$ cat src/hdl/servo_sweep_controller_assert.svh
// Assertion helpers for the servo sweep controller.
`ifndef SERVO_SWEEP_CONTROLLER_ASSERT_SVH
`define SERVO_SWEEP_CONTROLLER_ASSERT_SVH

// Same-cycle implication.
`define SVC_ASSERT_NOW(lbl, ante, cons, msg) \
	lbl: assert property (@(posedge clk) disable iff (!arst_n) (ante) |-> (cons)) else $error(msg);

// Next-cycle implication.
`define SVC_ASSERT_NXT(lbl, ante, cons, msg) \
	lbl: assert property (@(posedge clk) disable iff (!arst_n) (ante) |=> (cons)) else $error(msg);

`endif

$ cat src/hdl/svc_pkg.sv
`default_nettype none

package svc_pkg;

	localparam int unsigned ANGLE_W   = 8;
	localparam int unsigned PULSE_W   = 15;
	localparam int unsigned TICK_W    = 5;
	localparam int unsigned REQ_W     = 16;
	localparam int unsigned ANGLE_MAX = 180;
	localparam int unsigned CENTER_RST = 90;
	localparam int unsigned ANGLE_RST  = (CENTER_RST > ANGLE_MAX) ? ANGLE_MAX : CENTER_RST;
	localparam int unsigned PMIN_RST   = 500;
	localparam int unsigned PMAX_RST   = 2500;

	localparam logic [ANGLE_W-1:0] ANGLE_LIM = ANGLE_W'(ANGLE_MAX);
	localparam logic [PULSE_W-1:0] PULSE_SAT = '1;

	// angle*diff is at most 23 bits; /180 is done as (x>>2)/45 by reciprocal
	localparam int unsigned PROD_W    = ANGLE_W + PULSE_W;
	localparam int unsigned DIV_X_W   = PROD_W - 2;
	localparam int unsigned DIV_D     = ANGLE_MAX / 4;
	localparam int unsigned DIV_SHIFT = 27;
	localparam int unsigned DIV_M_W   = 22;
	localparam logic [DIV_M_W-1:0] DIV_MUL =
		DIV_M_W'(((64'd1 << DIV_SHIFT) + DIV_D - 1) / DIV_D);
	localparam int unsigned DIV_P_W   = DIV_X_W + DIV_M_W;

	localparam logic ACT_TICK = 1'b0;
	localparam logic ACT_SET  = 1'b1;

	typedef enum logic [1:0] {
		MODE_WIDE   = 2'd0,
		MODE_MID    = 2'd1,
		MODE_NARROW = 2'd2
	} mode_t;

	typedef enum logic [1:0] {
		CFG_MODE   = 2'd0,
		CFG_CENTER = 2'd1,
		CFG_PMIN   = 2'd2,
		CFG_PMAX   = 2'd3
	} cfg_addr_t;

	typedef struct packed {
		logic               action;
		logic signed [REQ_W-1:0] angle_request;
	} req_t;

	typedef struct packed {
		logic [ANGLE_W-1:0] angle_now;
		logic [PULSE_W-1:0] pulse_width_us;
		logic               stepped;
		logic               moving_down;
	} rsp_t;

	typedef struct packed {
		logic [1:0]         sweep_mode;
		logic [ANGLE_W-1:0] center_angle;
		logic [PULSE_W-1:0] pulse_min_us;
		logic [PULSE_W-1:0] pulse_max_us;
	} cfg_t;

	typedef struct packed {
		logic [ANGLE_W-1:0] angle;
		logic               stepped;
		logic               down;
	} sweep_t;

	function automatic logic [ANGLE_W-1:0] span_of(input logic [1:0] mode);
		logic [ANGLE_W-1:0] s;
		unique case (mode)
			MODE_WIDE:   s = ANGLE_W'(180);
			MODE_MID:    s = ANGLE_W'(90);
			MODE_NARROW: s = ANGLE_W'(45);
			default:     s = ANGLE_W'(180);
		endcase
		return s;
	endfunction

	function automatic logic [TICK_W-1:0] step_of(input logic [1:0] mode);
		logic [TICK_W-1:0] t;
		unique case (mode)
			MODE_WIDE:   t = TICK_W'(20);
			MODE_MID:    t = TICK_W'(12);
			MODE_NARROW: t = TICK_W'(8);
			default:     t = TICK_W'(20);
		endcase
		return t;
	endfunction

endpackage

`default_nettype wire

$ cat src/hdl/servo_sweep_controller.sv
// channel  | handshake                | payload
// ---------+--------------------------+---------------------------------
// request  | req_valid / req_ready    | req_data  (action, angle_request)
// response | rsp_valid / rsp_ready    | rsp_data  (angle, pulse, flags)
// config   | cfg_we                   | cfg_addr, cfg_wdata
//
// One request per cycle while req_ready is high; an accepted request moves
// through stage 1, stage 2 and stage 3 in order, and stage 3 drives rsp_valid.
// Sweep state updates at the accepting edge, pulse math takes two more stages
// (angle times pulse range, then reciprocal divide by 180 and add).
// Each stage stalls only when its successor is full; req_ready drops only
// when all three stages hold responses and rsp_ready is low.
// arst_n clears valids and sweep state; config resets to mode 0, centre 90,
// 500..2500 us.
`default_nettype none

`include "servo_sweep_controller_assert.svh"

module servo_sweep_controller (
	input  wire logic                        clk,
	input  wire logic                        arst_n,
	input  wire logic                        req_valid,
	output logic                             req_ready,
	input  wire svc_pkg::req_t               req_data,
	output logic                             rsp_valid,
	input  wire logic                        rsp_ready,
	output svc_pkg::rsp_t                    rsp_data,
	input  wire logic                        cfg_we,
	input  wire logic [1:0]                  cfg_addr,
	input  wire logic [svc_pkg::PULSE_W-1:0] cfg_wdata
);

	svc_pkg::cfg_t   cfg_q;
	svc_pkg::sweep_t nxt;
	svc_pkg::sweep_t sweep_s1;
	logic            v1_q;
	logic            v2_q;
	logic            v3_q;
	logic            rdy1;
	logic            rdy2;
	logic            rdy3;
	logic            req_fire;

	assign rdy3      = !v3_q || rsp_ready;
	assign rdy2      = !v2_q || rdy3;
	assign rdy1      = !v1_q || rdy2;
	assign req_ready = rdy1;
	assign req_fire  = req_valid && rdy1;
	assign rsp_valid = v3_q;

	always_ff @(posedge clk or negedge arst_n) begin
		if (!arst_n) begin
			cfg_q.sweep_mode   <= svc_pkg::MODE_WIDE;
			cfg_q.center_angle <= svc_pkg::ANGLE_W'(svc_pkg::CENTER_RST);
			cfg_q.pulse_min_us <= svc_pkg::PULSE_W'(svc_pkg::PMIN_RST);
			cfg_q.pulse_max_us <= svc_pkg::PULSE_W'(svc_pkg::PMAX_RST);
		end else if (cfg_we) begin
			unique case (svc_pkg::cfg_addr_t'(cfg_addr))
				svc_pkg::CFG_MODE: begin
					if (cfg_wdata[1:0] == svc_pkg::MODE_WIDE ||
							cfg_wdata[1:0] == svc_pkg::MODE_MID ||
							cfg_wdata[1:0] == svc_pkg::MODE_NARROW) begin
						cfg_q.sweep_mode <= cfg_wdata[1:0];
					end
				end
				svc_pkg::CFG_CENTER: cfg_q.center_angle <= cfg_wdata[svc_pkg::ANGLE_W-1:0];
				svc_pkg::CFG_PMIN:   cfg_q.pulse_min_us <= cfg_wdata;
				svc_pkg::CFG_PMAX:   cfg_q.pulse_max_us <= cfg_wdata;
				default: ;
			endcase
		end
	end

	always_ff @(posedge clk or negedge arst_n) begin
		if (!arst_n) begin
			v1_q <= 1'b0;
			v2_q <= 1'b0;
			v3_q <= 1'b0;
		end else begin
			if (rdy1) begin
				v1_q <= req_valid;
			end
			if (rdy2) begin
				v2_q <= v1_q;
			end
			if (rdy3) begin
				v3_q <= v2_q;
			end
		end
	end

	always_ff @(posedge clk) begin
		if (req_fire) begin
			sweep_s1 <= nxt;
		end
	end

	svc_sweep u_sweep (
		.clk     (clk),
		.arst_n  (arst_n),
		.advance (req_fire),
		.req     (req_data),
		.cfg     (cfg_q),
		.nxt     (nxt)
	);

	svc_pulse u_pulse (
		.clk   (clk),
		.adv2  (rdy2),
		.adv3  (rdy3),
		.sweep (sweep_s1),
		.cfg   (cfg_q),
		.rsp   (rsp_data)
	);

	`SVC_ASSERT_NOW(a_drain_frees_input, rsp_valid && rsp_ready, req_ready, "taken response did not free input")
	`SVC_ASSERT_NXT(a_cmd_no_step, req_fire && req_data.action == svc_pkg::ACT_SET, v1_q && !sweep_s1.stepped, "angle command flagged a step")
	`SVC_ASSERT_NOW(a_pulse_floor, rsp_valid, rsp_data.pulse_width_us >= cfg_q.pulse_min_us, "pulse below minimum")

endmodule

`default_nettype wire

$ cat src/hdl/svc_sweep.sv
`default_nettype none

module svc_sweep (
	input  wire logic           clk,
	input  wire logic           arst_n,
	input  wire logic           advance,
	input  wire svc_pkg::req_t  req,
	input  wire svc_pkg::cfg_t  cfg,
	output svc_pkg::sweep_t     nxt
);

	logic [svc_pkg::ANGLE_W-1:0] angle_q;
	logic                        down_q;
	logic [svc_pkg::TICK_W-1:0]  ticks_q;

	logic [svc_pkg::TICK_W-1:0]  tick_inc;
	logic [svc_pkg::TICK_W-1:0]  step_time;
	logic [svc_pkg::ANGLE_W-1:0] span;
	logic [svc_pkg::ANGLE_W-1:0] half;
	logic [svc_pkg::ANGLE_W-1:0] lo;
	logic [svc_pkg::ANGLE_W:0]   hi_sum;
	logic [svc_pkg::ANGLE_W-1:0] hi;
	logic                        do_step;
	logic                        dir_new;
	logic [svc_pkg::ANGLE_W-1:0] ang_step;
	logic [svc_pkg::ANGLE_W-1:0] ang_cmd;
	logic [svc_pkg::TICK_W-1:0]  ticks_nxt;

	always_comb begin
		tick_inc  = (ticks_q == '1) ? ticks_q : ticks_q + svc_pkg::TICK_W'(1);
		step_time = svc_pkg::step_of(cfg.sweep_mode);
		span      = svc_pkg::span_of(cfg.sweep_mode);
		half      = span >> 1;
		lo        = (cfg.center_angle >= half) ? cfg.center_angle - half : '0;
		hi_sum    = {1'b0, lo} + {1'b0, span};
		hi        = (hi_sum > {1'b0, svc_pkg::ANGLE_LIM}) ? svc_pkg::ANGLE_LIM
			: hi_sum[svc_pkg::ANGLE_W-1:0];
		do_step   = (req.action == svc_pkg::ACT_TICK) && (tick_inc >= step_time);

		if (angle_q >= hi) begin
			dir_new = 1'b1;
		end else if (angle_q <= lo) begin
			dir_new = 1'b0;
		end else begin
			dir_new = down_q;
		end

		if (dir_new) begin
			ang_step = (angle_q == '0) ? '0 : angle_q - svc_pkg::ANGLE_W'(1);
		end else begin
			ang_step = (angle_q >= svc_pkg::ANGLE_LIM) ? svc_pkg::ANGLE_LIM
				: angle_q + svc_pkg::ANGLE_W'(1);
		end

		if (req.angle_request[svc_pkg::REQ_W-1]) begin
			ang_cmd = '0;
		end else if (req.angle_request[svc_pkg::REQ_W-2:0] >
				(svc_pkg::REQ_W-1)'(svc_pkg::ANGLE_MAX)) begin
			ang_cmd = svc_pkg::ANGLE_LIM;
		end else begin
			ang_cmd = req.angle_request[svc_pkg::ANGLE_W-1:0];
		end

		nxt.stepped = 1'b0;
		nxt.down    = down_q;
		nxt.angle   = angle_q;
		ticks_nxt   = ticks_q;
		if (req.action == svc_pkg::ACT_SET) begin
			nxt.angle = ang_cmd;
		end else if (do_step) begin
			nxt.angle   = ang_step;
			nxt.down    = dir_new;
			nxt.stepped = 1'b1;
			ticks_nxt   = '0;
		end else begin
			ticks_nxt = tick_inc;
		end
	end

	always_ff @(posedge clk or negedge arst_n) begin
		if (!arst_n) begin
			angle_q <= svc_pkg::ANGLE_W'(svc_pkg::ANGLE_RST);
			down_q  <= 1'b0;
			ticks_q <= '0;
		end else if (advance) begin
			angle_q <= nxt.angle;
			down_q  <= nxt.down;
			ticks_q <= ticks_nxt;
		end
	end

endmodule

`default_nettype wire

$ cat src/hdl/svc_pulse.sv
`default_nettype none

module svc_pulse (
	input  wire logic            clk,
	input  wire logic            adv2,
	input  wire logic            adv3,
	input  wire svc_pkg::sweep_t sweep,
	input  wire svc_pkg::cfg_t   cfg,
	output svc_pkg::rsp_t        rsp
);

	logic [svc_pkg::PULSE_W-1:0] diff;
	svc_pkg::sweep_t             sweep_s2;
	logic [svc_pkg::PROD_W-1:0]  prod_s2;
	logic [svc_pkg::DIV_P_W-1:0] qprod;
	logic [svc_pkg::PULSE_W:0]   quot;
	logic [svc_pkg::PULSE_W:0]   sum;
	svc_pkg::rsp_t               rsp_s3;

	assign diff = (cfg.pulse_max_us > cfg.pulse_min_us) ? cfg.pulse_max_us - cfg.pulse_min_us : '0;

	always_ff @(posedge clk) begin
		if (adv2) begin
			sweep_s2 <= sweep;
			prod_s2  <= svc_pkg::PROD_W'(sweep.angle) * svc_pkg::PROD_W'(diff);
		end
	end

	// floor(prod/180) = floor((prod>>2)/45), exact by reciprocal for 21-bit values
	always_comb begin
		qprod = svc_pkg::DIV_P_W'(prod_s2[svc_pkg::PROD_W-1:2]) * svc_pkg::DIV_P_W'(svc_pkg::DIV_MUL);
		quot  = qprod[svc_pkg::DIV_SHIFT +: (svc_pkg::PULSE_W + 1)];
		sum   = {1'b0, cfg.pulse_min_us} + quot;
	end

	always_ff @(posedge clk) begin
		if (adv3) begin
			rsp_s3.angle_now      <= sweep_s2.angle;
			rsp_s3.pulse_width_us <= sum[svc_pkg::PULSE_W] ? svc_pkg::PULSE_SAT
				: sum[svc_pkg::PULSE_W-1:0];
			rsp_s3.stepped        <= sweep_s2.stepped;
			rsp_s3.moving_down    <= sweep_s2.down;
		end
	end

	assign rsp = rsp_s3;

endmodule

`default_nettype wire
$ cat config.mk
export PLATFORM = sky130hd
export DESIGN_NAME = servo_sweep_controller
export DESIGN_NICKNAME = d
export VERILOG_FILES = /design/src/hdl/svc_pkg.sv /design/src/hdl/servo_sweep_controller.sv /design/src/hdl/svc_sweep.sv /design/src/hdl/svc_pulse.sv
export VERILOG_INCLUDE_DIRS = /design/src /design/src/hdl
export SDC_FILE = /design/constraint.sdc
export NUM_CORES = 1
export LEC_CHECK = 0
export ABC_AREA = 1
export BUFFER_PORTS_ARGS = -buffer_cell sky130_fd_sc_hd__buf_2
export CAP_MARGIN = 10
export CORE_MARGIN = 10
export CORE_UTILIZATION = 50
export DETAILED_ROUTE_END_ITERATION = 6
export PLACE_DENSITY = 0.66
export SLEW_MARGIN = 10
export SYNTH_ARGS = -nofsm -noshare
export SYNTH_HDL_FRONTEND = slang
export SYNTH_HIERARCHICAL = 1
export SYNTH_SLANG_ARGS = --single-unit
$ cat constraint.sdc
create_clock -name clk -period 13 [get_ports clk]
set_input_delay 2.6 -clock clk [delete_from_list [all_inputs] [get_ports clk]]
set_output_delay 2.6 -clock clk [all_outputs]
set_load 0.01 [all_outputs]
==> results of run 1 <==
[cell families (layout without fill, tap and decap cells)]
| group | Yosys count | in the layout |
|---|---|---|
| and+or+nand+nor | 865 | 865 |
| buffers and inverters | 571 | 645 |
| adders and majority gates | 497 | 497 |
| AOI/OAI and AO/OA | 273 | 273 |
| DFF | 123 | 123 |
| xor gates and xnor gates | 66 | 66 |
[metrics by stage]
step                cell area (sq um)  hold WS (ps)
floorplan                       19500           400
global placement                20300           401
detailed placement              20300           405
CTS                             20900           420
global route                    20900           429
finish                          20900           418
[final cells by class]
class,count,share of cell area
Sequential cell,123,0.164
Multi-Input combinational cell,1701,0.663
Clock buffer,19,0.0207
Timing Repair Buffer,68,0.0166
Tap cell,518,0.0310
Inverter,545,0.0978
Clock inverter,13,0.00682
[state kept, by name (all words and copies together), names as in the netlist]
signal            cells
u_sweep/ticks_q       5
u_sweep/angle_q       8
u_pulse/rsp          25
u_pulse/sweep_s2     10
sweep_s1             10
rsp_valid             1
cfg_q                40
v2_q                  1
u_pulse/prod_s2      21
v1_q                  1
u_sweep/down_q        1
[layer usage]
| metal | global-route usage | part of all wire |
|---|---|---|
| met4 | 0.0734 | 0.026 |
| met1 | 0.280 | 0.43 |
| met3 | 0.0254 | 0.044 |
| met2 | 0.399 | 0.50 |
| met5 | 0 | 0 |
[how the worst max path moves through the flow]
stage | from | end | slack (ps) | cells after the start
2_1_floorplan | u_pulse/prod_s2[15]$_DFFE_PP_ | u_pulse/rsp[10]$_SDFFCE_PP1P_ | 6190 | 32
3_3_place_gp | u_pulse/prod_s2[17]$_DFFE_PP_ | u_pulse/rsp[5]$_SDFFCE_PP1P_ | 5590 | 31
3_5_place_dp | u_pulse/prod_s2[16]$_DFFE_PP_ | u_pulse/rsp[5]$_SDFFCE_PP1P_ | 5490 | 31
4_1_cts | u_pulse/prod_s2[16]$_DFFE_PP_ | u_pulse/rsp[5]$_SDFFCE_PP1P_ | 5500 | 31
5_1_grt | u_pulse/prod_s2[15]$_DFFE_PP_ | u_pulse/rsp[6]$_SDFFCE_PP1P_ | 4930 | 31
6_report | u_pulse/prod_s2[16]$_DFFE_PP_ | u_pulse/rsp[4]$_SDFFCE_PP1P_ | 5480 | 31
[cell usage in the layout, fill, tap and decap left out, drive strengths merged, types with 6 or more instances in the layout]
cell type	n
inv	546
nand2	445
ha	293
nor2	218
fa	204
nand3	124
o21ai	112
a21oi	104
buf	68
edfxtp	66
xor2	47
dfrtp	38
nor3	29
nand4	22
dfstp	19
xnor2	19
clkbuf	19
a21o	12
o21bai	10
clkinv	9
a31oi	7
and2	7
nor4	7
or2	6
a21boi	6
==> metrics.cfg, run 1 <==
[clocking]
postCtsResizedCells=0
post_cts_buffers=0
clock_path_buffers=2
cts_buffers=17
cts_tree=yes
cts_root_buf=clkbuf_16
clkSlewWorstSetupHoldPaths_ps=60
clkSinkCount=123
cts_max_level=4
insertion_delay_ps=430
hold_buffers=0

[critical_path]
crit_path_max_incr_delay_ps=570
cp_slowest_cell=fa_1
ff2ff_path_depth=31
crit_top_cell=nand2_1
critPathLaunchType=flop
cp-end-kind=flop
crit_family=adder cells
crit_type=reg2reg
critPathMaxFanout=15
r2r_end=u_pulse/rsp[4]$_SDFFCE_PP1P_
crit_required_ps=13140
rrSetupSlack_ps=5480
path_buf_inv=5
crit-reg2reg-launch=u_pulse/prod_s2[16]$_DFFE_PP_
worstPathArrival_ps=7660

[logic_synthesis]
synth_area_sq_mm=0.0195
synthFlopType=edfxtp_1
synth_top_family_by_area=adder cells
async_flop_share=0.463
synth_adder_area_share=0.397
syn_area_per_cell_sq_um=8.15
syn-num-nets=2931
seq_area_frac_synth=0.176
ys_ff_latch=123
synthMuxAreaShare=0
synth_edf_count=66
synth-xor-area-share=0.0296
synth_compound_area_frac=0.0862
synth-simple-area-share=0.197
synth_top_cell_by_area=fa_1
synth_cell_types=59
yosysWarnings=6
synth.top_cell.area_share=0.209
syn_inst=2395
synthTopCellsByCount=inv_1 (537), nand2_1 (401), ha_1 (293), nor2_1 (206), fa_1 (204)
synth.most_common_cell=inv_1
synth_area_leaders=fa_1 (21%), ha_1 (19%), inv_1 (10%)

[drt]
first_pass_iters=6
wl_um=52500
vias=15800
via_per_inst=5.28
wl_per_cell_um=17.6
antenna_left=0
initialDrtViolationCount=1123
route.detailed.drc=0

[placement]
routabilityCongestion=0.958
hpwl_um=45100
place_ws_ps=5490
numPortBuffers=65
placed_cells=2955

[die]
core_area_sq_mm=0.0386
start_util=0.505
die_w_um=218
die_h_um=218
die_area_sq_mm=0.0474
ios=66
num_rows=72

[finish]
post_layout_nonfiller_instances=2987
multi_input_area_sq_mm=0.0139
finalNetCount=2992
n_fill_cell=3635
seq_area_sq_mm=0.00343
postLayoutCoreUtil=0.541
area_growth_pct=7.09
n_antenna_cell=0
drive_gt1_frac=0.0984

[sta]
slew_headroom=0.292
min_period_over_period=0.578
setup_tns_ps=0
rsz0062_at_grt=no
fin_ws_ps=5480
final_hold_viol_count=0
fin_skew_ps=10.4
max_slew.worst_pin.slew_ps=1060
timing.fmax_ghz=0.133
setup_violations=0
fin_crit_ps=7520
slew_viol_final=0

[status]
run_status=complete, no violations

[min_path]
hold_path.class=reg2reg
worst_hold_path.num_cells=0
hold_path_end=u_pulse/sweep_s2[1]$_DFFE_PP_
holdCritStartpoint=sweep_s1[1]$_DFFE_PP_

[grt]
gr-total-overflow=0
grt_pass1_vias=16500
grt_max_degree=58
grt_pass1_wl_um=84900
antenna_found_initial=0
grt_usage=0.225

[run]
cap_violations=0

Power of run 1 is not shown: default switching activity piles up to over one toggle a cycle in this logic, so the estimate is an artifact.
==> inputs of run 2 (changes only) <==
--- a/config.mk
+++ b/config.mk
@@ -6,13 +6,13 @@
 export SDC_FILE = /design/constraint.sdc
 export NUM_CORES = 1
 export LEC_CHECK = 0
-export ABC_AREA = 1
+export ABC_AREA = 0
 export BUFFER_PORTS_ARGS = -buffer_cell sky130_fd_sc_hd__buf_2
 export CAP_MARGIN = 10
 export CORE_MARGIN = 10
 export CORE_UTILIZATION = 50
 export DETAILED_ROUTE_END_ITERATION = 6
-export PLACE_DENSITY = 0.66
+export PLACE_DENSITY = 0.69
 export SLEW_MARGIN = 10
 export SYNTH_ARGS = -nofsm -noshare
 export SYNTH_HDL_FRONTEND = slang
==> constraint.sdc (replaced) <==
create_clock -name clk -period 6.75 [get_ports clk]
set_input_delay 1.35 -clock clk [delete_from_list [all_inputs] [get_ports clk]]
set_output_delay 1.35 -clock clk [all_outputs]
set_load 0.01 [all_outputs]
==> metrics.cfg, run 2 <==
[sta]
fin_skew_ps=20.9  ; +10.5 ps
min_period_over_period=1.17  ; +0.588
fin_ws_ps=-1120  ; -6600 ps
slew_headroom=0.418  ; +0.125
timing.fmax_ghz=0.127  ; -4.5%
max_slew.worst_pin.slew_ps=874  ; -182 ps
setup_violations=15  ; +15
final_hold_viol_count=0  ; unchanged
slew_viol_final=0  ; unchanged
rsz0062_at_grt=yes
fin_crit_ps=7870  ; +352 ps

[die]
die_w_um=211  ; -3.2%
die_h_um=211  ; -3.2%
ios=66  ; unchanged
core_area_sq_mm=0.0357  ; -7.5%
num_rows=69  ; -4.2%
start_util=0.509  ; +0.00330
die_area_sq_mm=0.0444  ; -6.3%

[grt]
gr-total-overflow=0  ; unchanged
grt_pass1_vias=16100  ; -2.5%
antenna_found_initial=1  ; +1
grt_pass1_wl_um=80000  ; -5.8%
grt_usage=0.224  ; -0.000717
grt_max_degree=58  ; unchanged

[logic_synthesis]
synth_area_sq_mm=0.0182  ; -6.9%
synthMuxAreaShare=0.0346  ; +0.0346
synth-xor-area-share=0.0322  ; +0.00261
synth_cell_types=87  ; +47%
async_flop_share=0.463  ; unchanged
syn_inst=1889  ; -21%
synth_top_family_by_area=adder cells
seq_area_frac_synth=0.189  ; +0.0131
synthFlopType=edfxtp_1
yosysWarnings=6  ; unchanged
syn_area_per_cell_sq_um=9.62  ; +18%
synthTopCellsByCount=inv_1 (379), ha_1 (293), fa_1 (204), nor2_1 (107), nand2_1 (92)
ys_ff_latch=123  ; unchanged
synth_compound_area_frac=0.107  ; +0.0205
synth_area_leaders=fa_1 (22%), ha_1 (20%), edfxtp_1 (11%)
syn-num-nets=2425  ; -17%
synth_edf_count=66  ; unchanged
synth.most_common_cell=inv_1
synth_adder_area_share=0.427  ; +0.0300
synth.top_cell.area_share=0.225  ; +0.0155
synth_top_cell_by_area=fa_1
synth-simple-area-share=0.125  ; -0.0721

[clocking]
hold_buffers=0  ; unchanged
clock_path_buffers=2  ; unchanged
cts_root_buf=clkbuf_16
insertion_delay_ps=440  ; about the same
clkSlewWorstSetupHoldPaths_ps=70  ; about the same
clkSinkCount=123  ; unchanged
cts_max_level=4  ; unchanged
cts_tree=yes
cts_buffers=17  ; unchanged

[placement]
numPortBuffers=65  ; unchanged
routabilityCongestion=0.948  ; -1.0%
hpwl_um=40200  ; -11%

[drt]
via_per_inst=5.44  ; +3.0%
wl_per_cell_um=18.0  ; +2.3%
route.detailed.drc=0  ; unchanged
antenna_left=0  ; unchanged
vias=15100  ; -4.3%
initialDrtViolationCount=926  ; -18%
first_pass_iters=5  ; -1
wl_um=49800  ; -5.0%

[critical_path]
crit_top_cell=fa_1
crit_family=adder cells
critPathLaunchType=flop
path_buf_inv=6  ; +1
critPathMaxFanout=4  ; -11
crit_path_max_incr_delay_ps=520  ; -50 ps
cp-end-kind=flop
cp_slowest_cell=fa_1
crit_required_ps=6950  ; -6190 ps
crit_type=reg2reg
worstPathArrival_ps=8070  ; +410 ps

[finish]
final_common_cell=inv_1
area_growth_pct=27.0
n_antenna_cell=0  ; unchanged
postLayoutCoreUtil=0.646  ; +0.105
finalNetCount=2836  ; -5.2%
final_cell_mix=inv_1 (370), buf_4 (346), ha_1 (268), fa_1 (194), nor2_1 (101)
regMostFlops=cfg_q
drive_gt1_frac=0.291  ; +0.193
largest_reg_flops=40  ; unchanged

[min_path]
hold_path.class=reg2reg

[run]
cap_violations=0  ; unchanged

[status]
run_status=finished with violations
violations=setup timing

==> run 2: cells by family after synthesis <==
family                     after synthesis
xor gates and xnor gates                66
buffers and inverters                  409
adders and majority gates              498
muxes                                   54
and+or+nand+nor                        446
DFF                                    123
AOI/OAI and AO/OA                      293
==> run 2: worst paths after layout <==
path,startpoint,to,slack (ps),depth (start not counted)
min,u_pulse/sweep_s2[0]$_DFFE_PP_,u_pulse/rsp[0]$_DFFE_PP_,420,0
max,u_pulse/prod_s2[16]$_DFFE_PP_,u_pulse/rsp[7]$_SDFFCE_PP1P_,-1120,32
max reg2reg,u_pulse/prod_s2[16]$_DFFE_PP_,u_pulse/rsp[7]$_SDFFCE_PP1P_,-1120,32
max in group asynchronous,arst_n,cfg_q[3]$_DFFE_PN0P_,5170,2
min reg2reg,u_pulse/sweep_s2[0]$_DFFE_PP_,u_pulse/rsp[0]$_DFFE_PP_,420,0
min in group asynchronous,arst_n,u_sweep/angle_q[2]$_DFFE_PN0P_,1050,2
==> run 2: layer usage <==
metal | wire length [um] | share of wire | GRT usage
met1 | 20900 | 0.42 | 0.273
met2 | 25700 | 0.52 | 0.407
met3 | 1790 | 0.036 | 0.0237
met4 | 1420 | 0.028 | 0.0727
met5 | 0 | 0 | 0
==> run 2: stage by stage <==
stage                     setup WS, ps  setup TNS, ps  hold slack [ps]  instances  instance area (sq um)
after CTS                        -1080         -15600              424       2753                  22400
after floorplan                  -1020         -13850              400       1889                  18300
after global routing             -1520         -22710              439       2774                  23100
after global placement           -1140         -18310              402       2691                  21400
after detailed placement         -1360         -22100              408       2691                  21400
final                            -1120         -16300              421       2774                  23100
==> run 2: final cells by class <==
class                      count  area [sq um]
clock buffer                  17           425
tap                          461           577
inverter                     381          1430
clock inverter                15           168
timing repair buffer         420          3020
sequential                   123          3430
fill                        2855         12700
multi-input combinational   1357         14000
==> run 2: timing repair <==
action	CTS	global route
cloned	1	0
gates resized for setup	55	113
endpoints found under the setup margin	32	42
setup buffers	29	23
pin swaps	55	71
hold endpoints to repair	0	0
Power of run 2 is left out for the same reason.
==> inputs of run 3 (changes only) <==
--- a/config.mk
+++ b/config.mk
@@ -9,7 +9,7 @@
 export ABC_AREA = 0
 export BUFFER_PORTS_ARGS = -buffer_cell sky130_fd_sc_hd__buf_2
 export CAP_MARGIN = 10
-export CORE_MARGIN = 10
+export CORE_MARGIN = 5
 export CORE_UTILIZATION = 50
 export DETAILED_ROUTE_END_ITERATION = 6
 export PLACE_DENSITY = 0.69
==> metrics.cfg, run 3 (synthesis gave the netlist of run 2 again) <==
[critical_path]
worstPathArrival_ps=8270  ; +200 ps
cp_slowest_cell=fa_1
cp-end-kind=flop
crit-reg2reg-launch=u_pulse/prod_s2[17]$_DFFE_PP_
critPathMaxFanout=3  ; -1
crit_type=reg2reg
crit_required_ps=6940  ; about the same
cp-startpoint=u_pulse/prod_s2[17]$_DFFE_PP_
crit_path_max_incr_delay_ps=540  ; +20 ps
crit_top_cell=fa_1
critPathLaunchType=flop

[sta]
setup_violations=15  ; unchanged
fin_crit_ps=8080  ; +215 ps
slew_viol_final=0  ; unchanged
max_slew.worst_pin.slew_ps=929  ; +55.8 ps
rsz0062_at_grt=yes
min_period_over_period=1.20  ; +0.0319
final_hold_viol_count=0  ; unchanged
timing.fmax_ghz=0.124  ; -2.7%
slew_headroom=0.380  ; -0.0372
fin_ws_ps=-1330  ; -215 ps
fin_skew_ps=17.7  ; -3.29 ps

[placement]
routabilityCongestion=0.937  ; -1.1%
place_ws_ps=-1350  ; +10.5 ps
hpwl_um=39400  ; -2.1%
numPortBuffers=65  ; unchanged

[finish]
finalNetCount=2825  ; -0.39%
n_antenna_cell=0  ; unchanged
seq_area_sq_mm=0.00343  ; unchanged
largest_reg_flops=40  ; unchanged
final_common_cell=inv_1
multi_input_area_sq_mm=0.0140  ; about the same
regMostFlops=cfg_q
n_fill_cell=2789  ; -2.3%
drive_gt1_frac=0.286  ; -0.00513
final_cell_mix=inv_1 (368), buf_4 (335), ha_1 (263), fa_1 (197), nor2_1 (102)
area_growth_pct=26.5

[min_path]
hold_path.class=reg2reg
holdCritStartpoint=u_pulse/sweep_s2[5]$_DFFE_PP_

[drt]
route.detailed.drc=0  ; unchanged
vias=14900  ; -1.4%
wl_um=49000  ; -1.7%
antenna_left=0  ; unchanged
wl_per_cell_um=17.7  ; -1.3%
via_per_inst=5.38  ; -1.0%
first_pass_iters=5  ; unchanged
initialDrtViolationCount=808  ; -13%

[grt]
gr-total-overflow=0  ; unchanged
antenna_found_initial=2  ; +1
grt_pass1_vias=15600  ; -2.9%
grt_max_degree=58  ; unchanged
grt_usage=0.238  ; +0.0134
grt_pass1_wl_um=77500  ; -3.1%

[clocking]
insertion_delay_ps=450  ; about the same
cts_root_buf=clkbuf_16
clkSinkCount=123  ; unchanged
clkSlewWorstSetupHoldPaths_ps=70  ; about the same
clock_path_buffers=2  ; unchanged
cts_buffers=17  ; unchanged
cts_max_level=4  ; unchanged
cts_tree=yes
hold_buffers=0  ; unchanged

[die]
start_util=0.509  ; unchanged
num_rows=69  ; unchanged
die_h_um=201  ; -4.7%
die_w_um=201  ; -4.7%
ios=66  ; unchanged
die_area_sq_mm=0.0403  ; -9.3%
core_area_sq_mm=0.0357  ; unchanged

[status]
violations=setup timing
run_status=finished with violations

[run]
cap_violations=0  ; unchanged

==> run 3: cell types whose count changed in the layout (fill, tap and decap cells not counted), moves of 4 or more <==
cell,delta
buf_4,-11
ha_1,-5
ha_4,+4
inv_6,-4
inv_8,-5
nor3_1,-4
nor3_2,+4
==> run 3: final cells by class <==
class	count	area share
sequential	123	0.149
clock inverter	11	0.00631
timing repair buffer	409	0.128
multi-input combinational	1357	0.610
inverter	381	0.0622
clock buffer	21	0.0196
tap	461	0.0251
==> run 3: critical path: cells and delay by family (launching register included) <==
kind	cells	cell delay, ps
and+or+nand+nor	3	310
xor gates and xnor gates	2	380
AOI/OAI and AO/OA	9	2210
buffers and inverters	5	370
adders and majority gates	9	3810
muxes	1	280
DFF	1	470
==> run 3: path summary, 6_finish.rpt <==
path	endpoint	slack, ps	cells past startpoint
worst max register to register	u_pulse/rsp[7]$_SDFFCE_PP1P_	-1330	29
worst max-delay path	u_pulse/rsp[7]$_SDFFCE_PP1P_	-1330	29
worst min-delay path	u_pulse/rsp[20]$_DFFE_PP_	410	0
min in group asynchronous	u_sweep/angle_q[0]$_DFFE_PN0P_	1040	2
worst min register to register	u_pulse/rsp[20]$_DFFE_PP_	410	0
max in group asynchronous	cfg_q[12]$_DFFE_PN0P_	5180	2
==> run 3: routing by layer <==
layer  up-vias  part of all wire  track usage
met4         4             0.032       0.0787
met1      7267              0.42        0.297
met5         -           0.00045            0
met3       101             0.044       0.0405
li1       7122                 -            -
met2       368              0.50        0.420
==> run 3: stage by stage <==
stage | instances | utilization | TNS, ps | instance area (sq um) | hold slack [ps]
2_1_floorplan | 1889 | - | -13850 | 18300 | 400
3_3_place_gp | 2694 | 0.598 | -17720 | 21400 | 405
3_5_place_dp | 2694 | 0.598 | -20710 | 21400 | 407
4_1_cts | 2737 | 0.622 | -16710 | 22200 | 412
5_1_grt | 2763 | 0.644 | -26530 | 23000 | 429
6_report | 2763 | 0.644 | -19350 | 23000 | 407
==> run 3: what timing repair did <==
| item | 4_1_cts | 5_1_grt |
|---|---|---|
| pin swaps | 38 | 94 |
| setup buffers | 11 | 27 |
| gates resized for setup | 45 | 122 |
| setup endpoints to repair | 26 | 43 |
Power of run 3 is left out for the same reason.
